[config.mk]
export PLATFORM = sky130hd
export DESIGN_NAME = miniblock_delta_width_histogram
export DESIGN_NICKNAME = d
export VERILOG_FILES = /design/src/sv/mdwh_pkg.sv /design/src/sv/miniblock_delta_width_histogram.sv /design/src/sv/mdwh_queue.sv /design/src/sv/mdwh_front.sv /design/src/sv/mdwh_back.sv
export SDC_FILE = /design/constraint.sdc
export NUM_CORES = 2
export LEC_CHECK = 0
export ABC_AREA = 1
export ABC_CLOCK_PERIOD_IN_PS = 4100
export BUFFER_PORTS_ARGS = -buffer_cell sky130_fd_sc_hd__buf_2
export CAP_MARGIN = 10
export CORE_MARGIN = 10
export CORE_UTILIZATION = 35
export DETAILED_ROUTE_END_ITERATION = 10
export PLACE_DENSITY = 0.5
export SLEW_MARGIN = 20
export SYNTH_ARGS = -nofsm -noshare
export SYNTH_HDL_FRONTEND = slang
export SYNTH_HIERARCHICAL = 1
export SYNTH_SLANG_ARGS = --single-unit
[constraint.sdc]
create_clock -name clk_i -period 4.1 [get_ports clk_i]
set_input_delay 0.82 -clock clk_i [delete_from_list [all_inputs] [get_ports clk_i]]
set_output_delay 0.82 -clock clk_i [all_outputs]
set_load 0.005 [all_outputs]
[src/sv/mdwh_pkg.sv]
package mdwh_pkg;

  localparam int ID_BITS_DEF    = 31;
  localparam int COUNT_BITS_DEF = 32;
  localparam int DELTA_BITS     = 32;
  localparam int MAX_WIDTH      = 32;
  localparam int BIN_BITS       = 5;
  localparam int POW2_BINS      = 6;
  localparam int MAX_BLOCK      = 64;
  localparam int BSIZE_BITS     = 7;
  localparam int CFG_IDX_BITS   = 2;

  localparam logic [CFG_IDX_BITS-1:0] CFG_BLOCK_SIZE   = 2'd0;
  localparam logic [CFG_IDX_BITS-1:0] CFG_POW2_WIDTHS  = 2'd1;
  localparam logic [CFG_IDX_BITS-1:0] CFG_COUNT_ENABLE = 2'd2;

  localparam logic KIND_EDGE   = 1'b0;
  localparam logic KIND_FINISH = 1'b1;

  typedef struct packed {
    logic [BSIZE_BITS-1:0] block_size;
    logic                  pow2_widths;
    logic                  count_enable;
  } cfg_t;

  // one queue entry: an optional block to count, optionally followed by emission
  typedef struct packed {
    logic                  finish;
    logic                  count;
    logic [DELTA_BITS-1:0] max_delta;
  } q_entry_t;

  function automatic logic [BSIZE_BITS-1:0] eff_block_size(input logic [BSIZE_BITS-1:0] bs);
    logic [BSIZE_BITS-1:0] r;
    if (bs == '0) begin
      r = BSIZE_BITS'(1);
    end else if (bs > BSIZE_BITS'(MAX_BLOCK)) begin
      r = BSIZE_BITS'(MAX_BLOCK);
    end else begin
      r = bs;
    end
    return r;
  endfunction

  // histogram entry for the largest delta of a block (bin w sits at w-1)
  function automatic logic [BIN_BITS-1:0] width_bin(input logic [DELTA_BITS-1:0] v,
                                                    input logic pow2);
    logic [5:0] w;
    logic [5:0] r;
    w = '0;
    for (int i = 0; i < DELTA_BITS; i++) begin
      if (v[i]) w = 6'(i + 1);
    end
    if (pow2) begin
      if (w <= 6'd1) r = 6'd1;
      else if (w <= 6'd2) r = 6'd2;
      else if (w <= 6'd4) r = 6'd4;
      else if (w <= 6'd8) r = 6'd8;
      else if (w <= 6'd16) r = 6'd16;
      else r = 6'd32;
    end else begin
      r = (w == 6'd0) ? 6'd1 : w;
    end
    return BIN_BITS'(r - 6'd1);
  endfunction

endpackage

[src/sv/miniblock_delta_width_histogram.sv]
// Mini block delta width histogram. Edges arrive ordered by source; each
// source's destination deltas are cut into blocks of block_size deltas, and
// the bit width of each block's largest delta is counted in a histogram. A
// finish item flushes the open block, sends out 6 (power-of-two widths) or 32
// (exact widths) results, the last one flagged by last_o, and clears the
// histogram and source tracking. Rate: one item per clock, set by the front
// end's subtract and compare on the incoming edge and the back end's width
// encode and bin increment. A finish item holds the back end while its results
// go out, longer if the output stalls; the two-entry queue between front
// and back absorbs block closes and finish items meanwhile, after which
// in_stall_o rises. There is no clearing pass after reset. The user must
// write configuration through cfg_index_i (0 block_size, 1 pow2_widths,
// 2 count_enable) only while the block is idle; the block does not enforce it.
module miniblock_delta_width_histogram #(
  parameter int ID_BITS    = mdwh_pkg::ID_BITS_DEF,
  parameter int COUNT_BITS = mdwh_pkg::COUNT_BITS_DEF
) (
  input  logic                                 clk_i,
  input  logic                                 rst_ni,
  input  logic                                 in_valid_i,
  output logic                                 in_stall_o,
  input  logic                                 kind_i,
  input  logic [ID_BITS-1:0]                   source_id_i,
  input  logic [ID_BITS-1:0]                   dest_id_i,
  output logic                                 out_valid_o,
  input  logic                                 out_stall_i,
  output logic [5:0]                           bin_width_o,
  output logic [31:0]                          block_count_o,
  output logic                                 last_o,
  input  logic                                 cfg_valid_i,
  output logic                                 cfg_ready_o,
  input  logic [mdwh_pkg::CFG_IDX_BITS-1:0]    cfg_index_i,
  input  logic [mdwh_pkg::BSIZE_BITS-1:0]      cfg_data_i
);
  import mdwh_pkg::*;

  cfg_t     cfg_q;
  logic     push, full, pop, q_valid;
  q_entry_t push_entry, pop_entry;

  assign cfg_ready_o = 1'b1;
  assign in_stall_o  = full;

  always_ff @(posedge clk_i or negedge rst_ni) begin
    if (!rst_ni) begin
      cfg_q <= '{block_size: BSIZE_BITS'(32), pow2_widths: 1'b1, count_enable: 1'b1};
    end else if (cfg_valid_i && cfg_ready_o) begin
      unique case (cfg_index_i)
        CFG_BLOCK_SIZE:   cfg_q.block_size   <= cfg_data_i;
        CFG_POW2_WIDTHS:  cfg_q.pow2_widths  <= cfg_data_i[0];
        CFG_COUNT_ENABLE: cfg_q.count_enable <= cfg_data_i[0];
        default: ;
      endcase
    end
  end

  mdwh_front #(
    .ID_BITS (ID_BITS)
  ) u_front (
    .clk_i       (clk_i),
    .rst_ni      (rst_ni),
    .in_valid_i  (in_valid_i),
    .in_stall_i  (full),
    .kind_i      (kind_i),
    .source_id_i (source_id_i),
    .dest_id_i   (dest_id_i),
    .cfg_i       (cfg_q),
    .push_o      (push),
    .entry_o     (push_entry)
  );

  mdwh_queue u_queue (
    .clk_i        (clk_i),
    .rst_ni       (rst_ni),
    .push_i       (push),
    .push_entry_i (push_entry),
    .full_o       (full),
    .pop_i        (pop),
    .valid_o      (q_valid),
    .pop_entry_o  (pop_entry)
  );

  mdwh_back #(
    .COUNT_BITS (COUNT_BITS)
  ) u_back (
    .clk_i         (clk_i),
    .rst_ni        (rst_ni),
    .cfg_i         (cfg_q),
    .q_valid_i     (q_valid),
    .q_entry_i     (pop_entry),
    .q_pop_o       (pop),
    .out_valid_o   (out_valid_o),
    .out_stall_i   (out_stall_i),
    .bin_width_o   (bin_width_o),
    .block_count_o (block_count_o),
    .last_o        (last_o)
  );

endmodule

[src/sv/mdwh_queue.sv]
module mdwh_queue (
  input  logic                clk_i,
  input  logic                rst_ni,
  input  logic                push_i,
  input  mdwh_pkg::q_entry_t  push_entry_i,
  output logic                full_o,
  input  logic                pop_i,
  output logic                valid_o,
  output mdwh_pkg::q_entry_t  pop_entry_o
);
  import mdwh_pkg::*;

  q_entry_t   entries_q [2];
  logic       wr_ptr_q, rd_ptr_q;
  logic [1:0] cnt_q, cnt_d;

  assign full_o      = (cnt_q == 2'd2);
  assign valid_o     = (cnt_q != 2'd0);
  assign pop_entry_o = entries_q[rd_ptr_q];

  always_comb begin
    unique case ({push_i, pop_i})
      2'b10:   cnt_d = cnt_q + 2'd1;
      2'b01:   cnt_d = cnt_q - 2'd1;
      default: cnt_d = cnt_q;
    endcase
  end

  always_ff @(posedge clk_i or negedge rst_ni) begin
    if (!rst_ni) begin
      wr_ptr_q <= 1'b0;
      rd_ptr_q <= 1'b0;
      cnt_q    <= 2'd0;
    end else begin
      if (push_i) wr_ptr_q <= ~wr_ptr_q;
      if (pop_i) rd_ptr_q <= ~rd_ptr_q;
      cnt_q <= cnt_d;
    end
  end

  always_ff @(posedge clk_i) begin
    if (push_i) begin
      entries_q[wr_ptr_q] <= push_entry_i;
    end
  end

endmodule

[src/sv/mdwh_front.sv]
module mdwh_front #(
  parameter int ID_BITS = mdwh_pkg::ID_BITS_DEF
) (
  input  logic                clk_i,
  input  logic                rst_ni,
  input  logic                in_valid_i,
  input  logic                in_stall_i,
  input  logic                kind_i,
  input  logic [ID_BITS-1:0]  source_id_i,
  input  logic [ID_BITS-1:0]  dest_id_i,
  input  mdwh_pkg::cfg_t      cfg_i,
  output logic                push_o,
  output mdwh_pkg::q_entry_t  entry_o
);
  import mdwh_pkg::*;

  logic                  have_q, have_d;
  logic [ID_BITS-1:0]    last_src_q, last_src_d;
  logic [ID_BITS-1:0]    last_dest_q, last_dest_d;
  logic [BSIZE_BITS-1:0] sec_q, sec_d;
  logic [BSIZE_BITS-1:0] fill_q, fill_d;
  logic [DELTA_BITS-1:0] max_q, max_d;

  logic                  accept;
  logic [BSIZE_BITS-1:0] ebs;
  logic                  close_ok;
  logic [DELTA_BITS-1:0] delta;
  logic [DELTA_BITS-1:0] max_n;
  logic [BSIZE_BITS-1:0] fill_n;

  assign accept   = in_valid_i && !in_stall_i;
  assign ebs      = eff_block_size(cfg_i.block_size);
  assign close_ok = have_q && (sec_q >= ebs) && (fill_q != '0);
  assign delta    = DELTA_BITS'(dest_id_i) - DELTA_BITS'(last_dest_q);
  assign max_n    = (delta > max_q) ? delta : max_q;
  assign fill_n   = fill_q + BSIZE_BITS'(1);

  always_comb begin
    have_d      = have_q;
    last_src_d  = last_src_q;
    last_dest_d = last_dest_q;
    sec_d       = sec_q;
    fill_d      = fill_q;
    max_d       = max_q;
    push_o      = 1'b0;
    entry_o     = '{finish: 1'b0, count: 1'b0, max_delta: max_q};
    if (accept) begin
      if (kind_i == KIND_FINISH) begin
        push_o        = 1'b1;
        entry_o.finish = 1'b1;
        entry_o.count  = cfg_i.count_enable && close_ok;
        have_d      = 1'b0;
        last_src_d  = '0;
        last_dest_d = '0;
        sec_d       = '0;
        fill_d      = '0;
        max_d       = '0;
      end else if (cfg_i.count_enable) begin
        if (!have_q || (source_id_i != last_src_q)) begin
          // new source: close the open block of the previous one
          push_o        = close_ok;
          entry_o.count = close_ok;
          have_d      = 1'b1;
          last_src_d  = source_id_i;
          last_dest_d = dest_id_i;
          sec_d       = BSIZE_BITS'(1);
          fill_d      = '0;
          max_d       = '0;
        end else begin
          if (sec_q < BSIZE_BITS'(MAX_BLOCK)) sec_d = sec_q + BSIZE_BITS'(1);
          last_dest_d = dest_id_i;
          if (fill_n >= ebs) begin
            push_o            = 1'b1;
            entry_o.count     = 1'b1;
            entry_o.max_delta = max_n;
            fill_d = '0;
            max_d  = '0;
          end else begin
            fill_d = fill_n;
            max_d  = max_n;
          end
        end
      end
    end
  end

  always_ff @(posedge clk_i or negedge rst_ni) begin
    if (!rst_ni) begin
      have_q      <= 1'b0;
      last_src_q  <= '0;
      last_dest_q <= '0;
      sec_q       <= '0;
      fill_q      <= '0;
      max_q       <= '0;
    end else begin
      have_q      <= have_d;
      last_src_q  <= last_src_d;
      last_dest_q <= last_dest_d;
      sec_q       <= sec_d;
      fill_q      <= fill_d;
      max_q       <= max_d;
    end
  end

endmodule

[src/sv/mdwh_back.sv]
module mdwh_back #(
  parameter int COUNT_BITS = mdwh_pkg::COUNT_BITS_DEF
) (
  input  logic                clk_i,
  input  logic                rst_ni,
  input  mdwh_pkg::cfg_t      cfg_i,
  input  logic                q_valid_i,
  input  mdwh_pkg::q_entry_t  q_entry_i,
  output logic                q_pop_o,
  output logic                out_valid_o,
  input  logic                out_stall_i,
  output logic [5:0]          bin_width_o,
  output logic [31:0]         block_count_o,
  output logic                last_o
);
  import mdwh_pkg::*;

  localparam int OutW = (COUNT_BITS < 32) ? COUNT_BITS : 32;

  logic [COUNT_BITS-1:0] hist_q [MAX_WIDTH];
  logic                  emit_q;
  logic [BIN_BITS-1:0]   k_q;
  logic                  out_valid_q;
  logic [5:0]            width_q;
  logic [31:0]           count_q;
  logic                  last_q;

  logic                  inc;
  logic [BIN_BITS-1:0]   inc_idx;
  logic                  load;
  logic                  last_k;
  logic [BIN_BITS-1:0]   emit_idx;

  assign q_pop_o = q_valid_i && !emit_q;
  assign inc     = q_pop_o && q_entry_i.count;
  assign inc_idx = width_bin(q_entry_i.max_delta, cfg_i.pow2_widths);
  assign load    = emit_q && (!out_valid_q || !out_stall_i);
  assign last_k  = cfg_i.pow2_widths ? (k_q == BIN_BITS'(POW2_BINS - 1))
                                     : (k_q == BIN_BITS'(MAX_WIDTH - 1));
  // power-of-two mode walks bins 1,2,4,...: entry 2^k - 1
  assign emit_idx = cfg_i.pow2_widths ? BIN_BITS'((32'd1 << k_q) - 32'd1) : k_q;

  always_ff @(posedge clk_i or negedge rst_ni) begin
    if (!rst_ni) begin
      emit_q      <= 1'b0;
      k_q         <= '0;
      out_valid_q <= 1'b0;
      for (int i = 0; i < MAX_WIDTH; i++) hist_q[i] <= '0;
    end else begin
      if (q_pop_o && q_entry_i.finish) begin
        emit_q <= 1'b1;
        k_q    <= '0;
      end else if (load) begin
        k_q <= k_q + BIN_BITS'(1);
        if (last_k) emit_q <= 1'b0;
      end
      if (load) out_valid_q <= 1'b1;
      else if (!out_stall_i) out_valid_q <= 1'b0;
      // all bins clear with the final entry, shown or not
      for (int i = 0; i < MAX_WIDTH; i++) begin
        if (load && last_k) begin
          hist_q[i] <= '0;
        end else if (inc && (inc_idx == BIN_BITS'(i))) begin
          hist_q[i] <= hist_q[i] + {{(COUNT_BITS-1){1'b0}}, 1'b1};
        end
      end
    end
  end

  always_ff @(posedge clk_i) begin
    if (load) begin
      width_q <= 6'(emit_idx) + 6'd1;
      count_q <= 32'(hist_q[emit_idx][OutW-1:0]);
      last_q  <= last_k;
    end
  end

  assign out_valid_o   = out_valid_q;
  assign bin_width_o   = width_q;
  assign block_count_o = count_q;
  assign last_o        = last_q;

endmodule

==> out/results.ini <==
[die]
ios = 119
fp-row-count = 187
core_area_um2 = 260200
die_w_um = 531.8
initial_core_util_pct = 35.24
die_h_um = 531.8
die_area_um2 = 282800

[detailed_routing]
wire_per_inst_um = 20.55
ant_nets = 0
initialDrtViolationCount = 8058
routed_wl_um = 359300
vias = 91610
post-route-drc-count = 0
dr.pass1.iters = 6
via_per_inst = 5.240

[critical_path]
crit_type = flop to flop
slowest_delay_ps = 950
crit_path_cell_trace = nor2_1 > nand3_1 > ha_1 > nand2_1 > o21a_4 > buf_12 > o21ai_0 > a21oi_1 > o311ai_1 > o21ai_0 > buf_4 > nor2_1 > a31oi_1
path_buf_inv = 2
critPathArrivalTime_ps = 4730
cp-start-kind = flop
endpoint_kind = flop
slowest_stage = o311ai_1
required_ps = 4660
cp_max_fo = 43
crit_family = compound AO/OA/AOI/OAI gates

[placement]
port_buffers = 117
place_inst = 17090
placed_cell_area_um2 = 100400
gp_routability_congestion = 0.9624
place.detailed.hpwl_um = 263700
dp_slack_ps = -445.8

[timing]
timing.hold.ws_ps = 215.4
fin_worst_skew_ps = 56.65
rsz0062_at_grt = yes
timing.fmax_mhz = 239.9
setup-violations-final = 3
finalHoldViolations = 0
timing.slew.headroom_pct = 25.97
setup_slack_ps = -68.25
period_needed_ps = 4168
period_share_pct = 101.7
drv_slew = 0
fin_setup_tns_ps = -101.5
worst_pin_slew_ps = 1093

[logic_synthesis]
synth_nets = 13700
synth_area_um2 = 91680
synth_top_flop_cell = dfrtp_1
ys_seq_elements = 1260
synth_top_area_share_pct = 31.39
yosysUniqueCellTypes = 59
yosysSeqAreaShare_pct = 34.98
yosysWarnings = 6
synthCells = 13510
synth_enable_flop_cells = 107
syn-mean-instance-area_um2 = 6.788
synth.most_common_cell = nand2_1
ys_top_cells_by_area = dfrtp_1 31%, nand2_1 15%, nand3_1 8.1%
netlist_top_cells_count = 3577 x nand2_1, 1514 x inv_1, 1488 x nand3_1, 1455 x nor2_1, 1150 x dfrtp_1
yosys.area.top_type = dfrtp_1
synthArstFlopShare_pct = 91.51

[run_status]
violations = negative setup slack
outcome = finished with violations

[cells_and_area]
layout.nets = 14060
area_delta_synth_final_pct = 19.72
final_cell_count_no_fill = 17480
seqCellArea_um2 = 32070
post-route-cell-area_um2 = 109800
drive_gt1_share_pct = 10.93
multi_input_area_um2 = 52910
fillerInstances = 27800
post-route-util_pct = 42.19

[global_routing]
globalRouteOverflowTotal = 0
grt_usage_pct = 23.62
grt_pass1_vias = 86100
antenna_found_initial = 8
grt_max_degree = 186
grt_pass1_wl_um = 535300

[cts]
cts-root-buf = clkbuf_16
cts_tree = built
path_clk_slew_ps = 60
cts_buffers = 170
clock-sinks = 1260
clk_latency_ps = 850
cts.htree.levels = 4
cts_buffer_depth = 4

[power_and_ir_drop]
powerDensity_nw_per_um2 = 543.5
p_leak_nw = 50.67
p_total_mw = 59.65
irDropWorstVdd_mv = 0.4046

[hold_path]
hold_class = input port to flop

[flow_run]
maxCapViolCount = 0

worst paths after layout:
check,startpoint,end,slack (ps),cells after the start
max,u_back/k_q[1]$_DFFE_PN0P_,u_back/block_count_o[11]$_DFFE_PP_,-70,13
min,cfg_data_i[6],cfg_q[8]$_DFFE_PN0P_,220,3
max reg2reg,u_back/k_q[1]$_DFFE_PN0P_,u_back/block_count_o[11]$_DFFE_PP_,-70,13
min reg2reg,u_back/hist_q[618]$_DFFE_PN0P_,u_back/hist_q[618]$_DFFE_PN0P_,470,2
max in group asynchronous,rst_ni,u_front/last_src_q[11]$_DFFE_PN0P_,2370,4
min in group asynchronous,rst_ni,u_back/hist_q[551]$_DFFE_PN0P_,610,2
cell usage in the layout (no fill, tap or decap), types with 184 or more instances in the layout:
cell type / netlist / layout
nand2_1: 3577 / 3512
inv_1: 1514 / 1509
nor2_1: 1455 / 1418
nand3_1: 1488 / 1288
dfrtp_1: 1150 / 1149
xor2_1: 653 / 653
nor3_1: 584 / 584
o21ai_0: 564 / 547
buf_4: 13 / 519
xnor2_1: 294 / 294
clkbuf_16: 0 / 206
nand4_1: 190 / 190
nand3_2: 1 / 184
metal layers:
metal | GRT usage [%] | share of wire (%) | vias to the layer above | routed length [µm]
li1 | - | - | 44890 | -
met1 | 33.16 | 45 | 43540 | 162800
met2 | 37.36 | 45 | 2649 | 161200
met3 | 3.270 | 6.1 | 523 | 21750
met4 | 7.713 | 3.7 | 8 | 13460
met5 | 0 | 0.016 | - | 59
cell type report:
cell class / instances / area share [%]
antenna: 2 / 0.004560
clock buffer: 214 / 4.219
tap: 3496 / 3.985
timing repair buffer: 870 / 8.235
clock inverter: 76 / 0.8458
sequential: 1260 / 29.22
multi-input combinational: 10030 / 48.20
inverter: 1538 / 5.291
what timing repair did:
action,in CTS,in global routing
endpoints found under the hold margin,9,0
gates resized for setup,100,390
setup endpoints to repair,1005,1083
pin swaps,26,209
hold buffers,1,0
gates cloned,10,47
setup buffers,17,27
tightest hold or removal path: cells and delay by family:
family | cells | cell delay, ps
buffers and inverters | 1 | 80
AND/OR/NAND/NOR | 2 | 130
report_power, final:
group          total, mW  switching (mW)  internal (mW)
combinational       27.7            18.3           9.42
sequential          16.6            2.15           14.5
clock               15.3            6.17           9.16
total               59.7            26.6           33.1
cell families (layout without fill, tap and decap cells):
| logic type | Yosys count | count (layout) | share of synthesized area, % |
|---|---|---|---|
| DFF | 1260 | 1260 | 34.98 |
| buffers and inverters | 2220 | 2698 | 9.365 |
| adders and majority gates | 117 | 117 | 1.605 |
| AOI/OAI and AO/OA | 1229 | 1229 | 8.308 |
| and+or+nand+nor | 7703 | 7703 | 36.36 |
| other | 1 | 3 | 0.004090 |
| xor gates and xnor gates | 947 | 947 | 9.047 |
| muxes | 30 | 30 | 0.3275 |
state kept, by name, indices dropped and copies added (netlist names), 2 cells and up:
name	count
u_front/sec_q	7
u_back/k_q	5
u_queue/entries_q	68
u_front/max_q	32
u_back/bin_width_o	6
u_front/last_src_q	31
u_front/last_dest_q	31
cfg_q	9
u_queue/cnt_q	2
u_front/fill_q	7
u_back/block_count_o	32
u_back/hist_q	1024
Note: power is estimated with default switching activity, not from simulation.
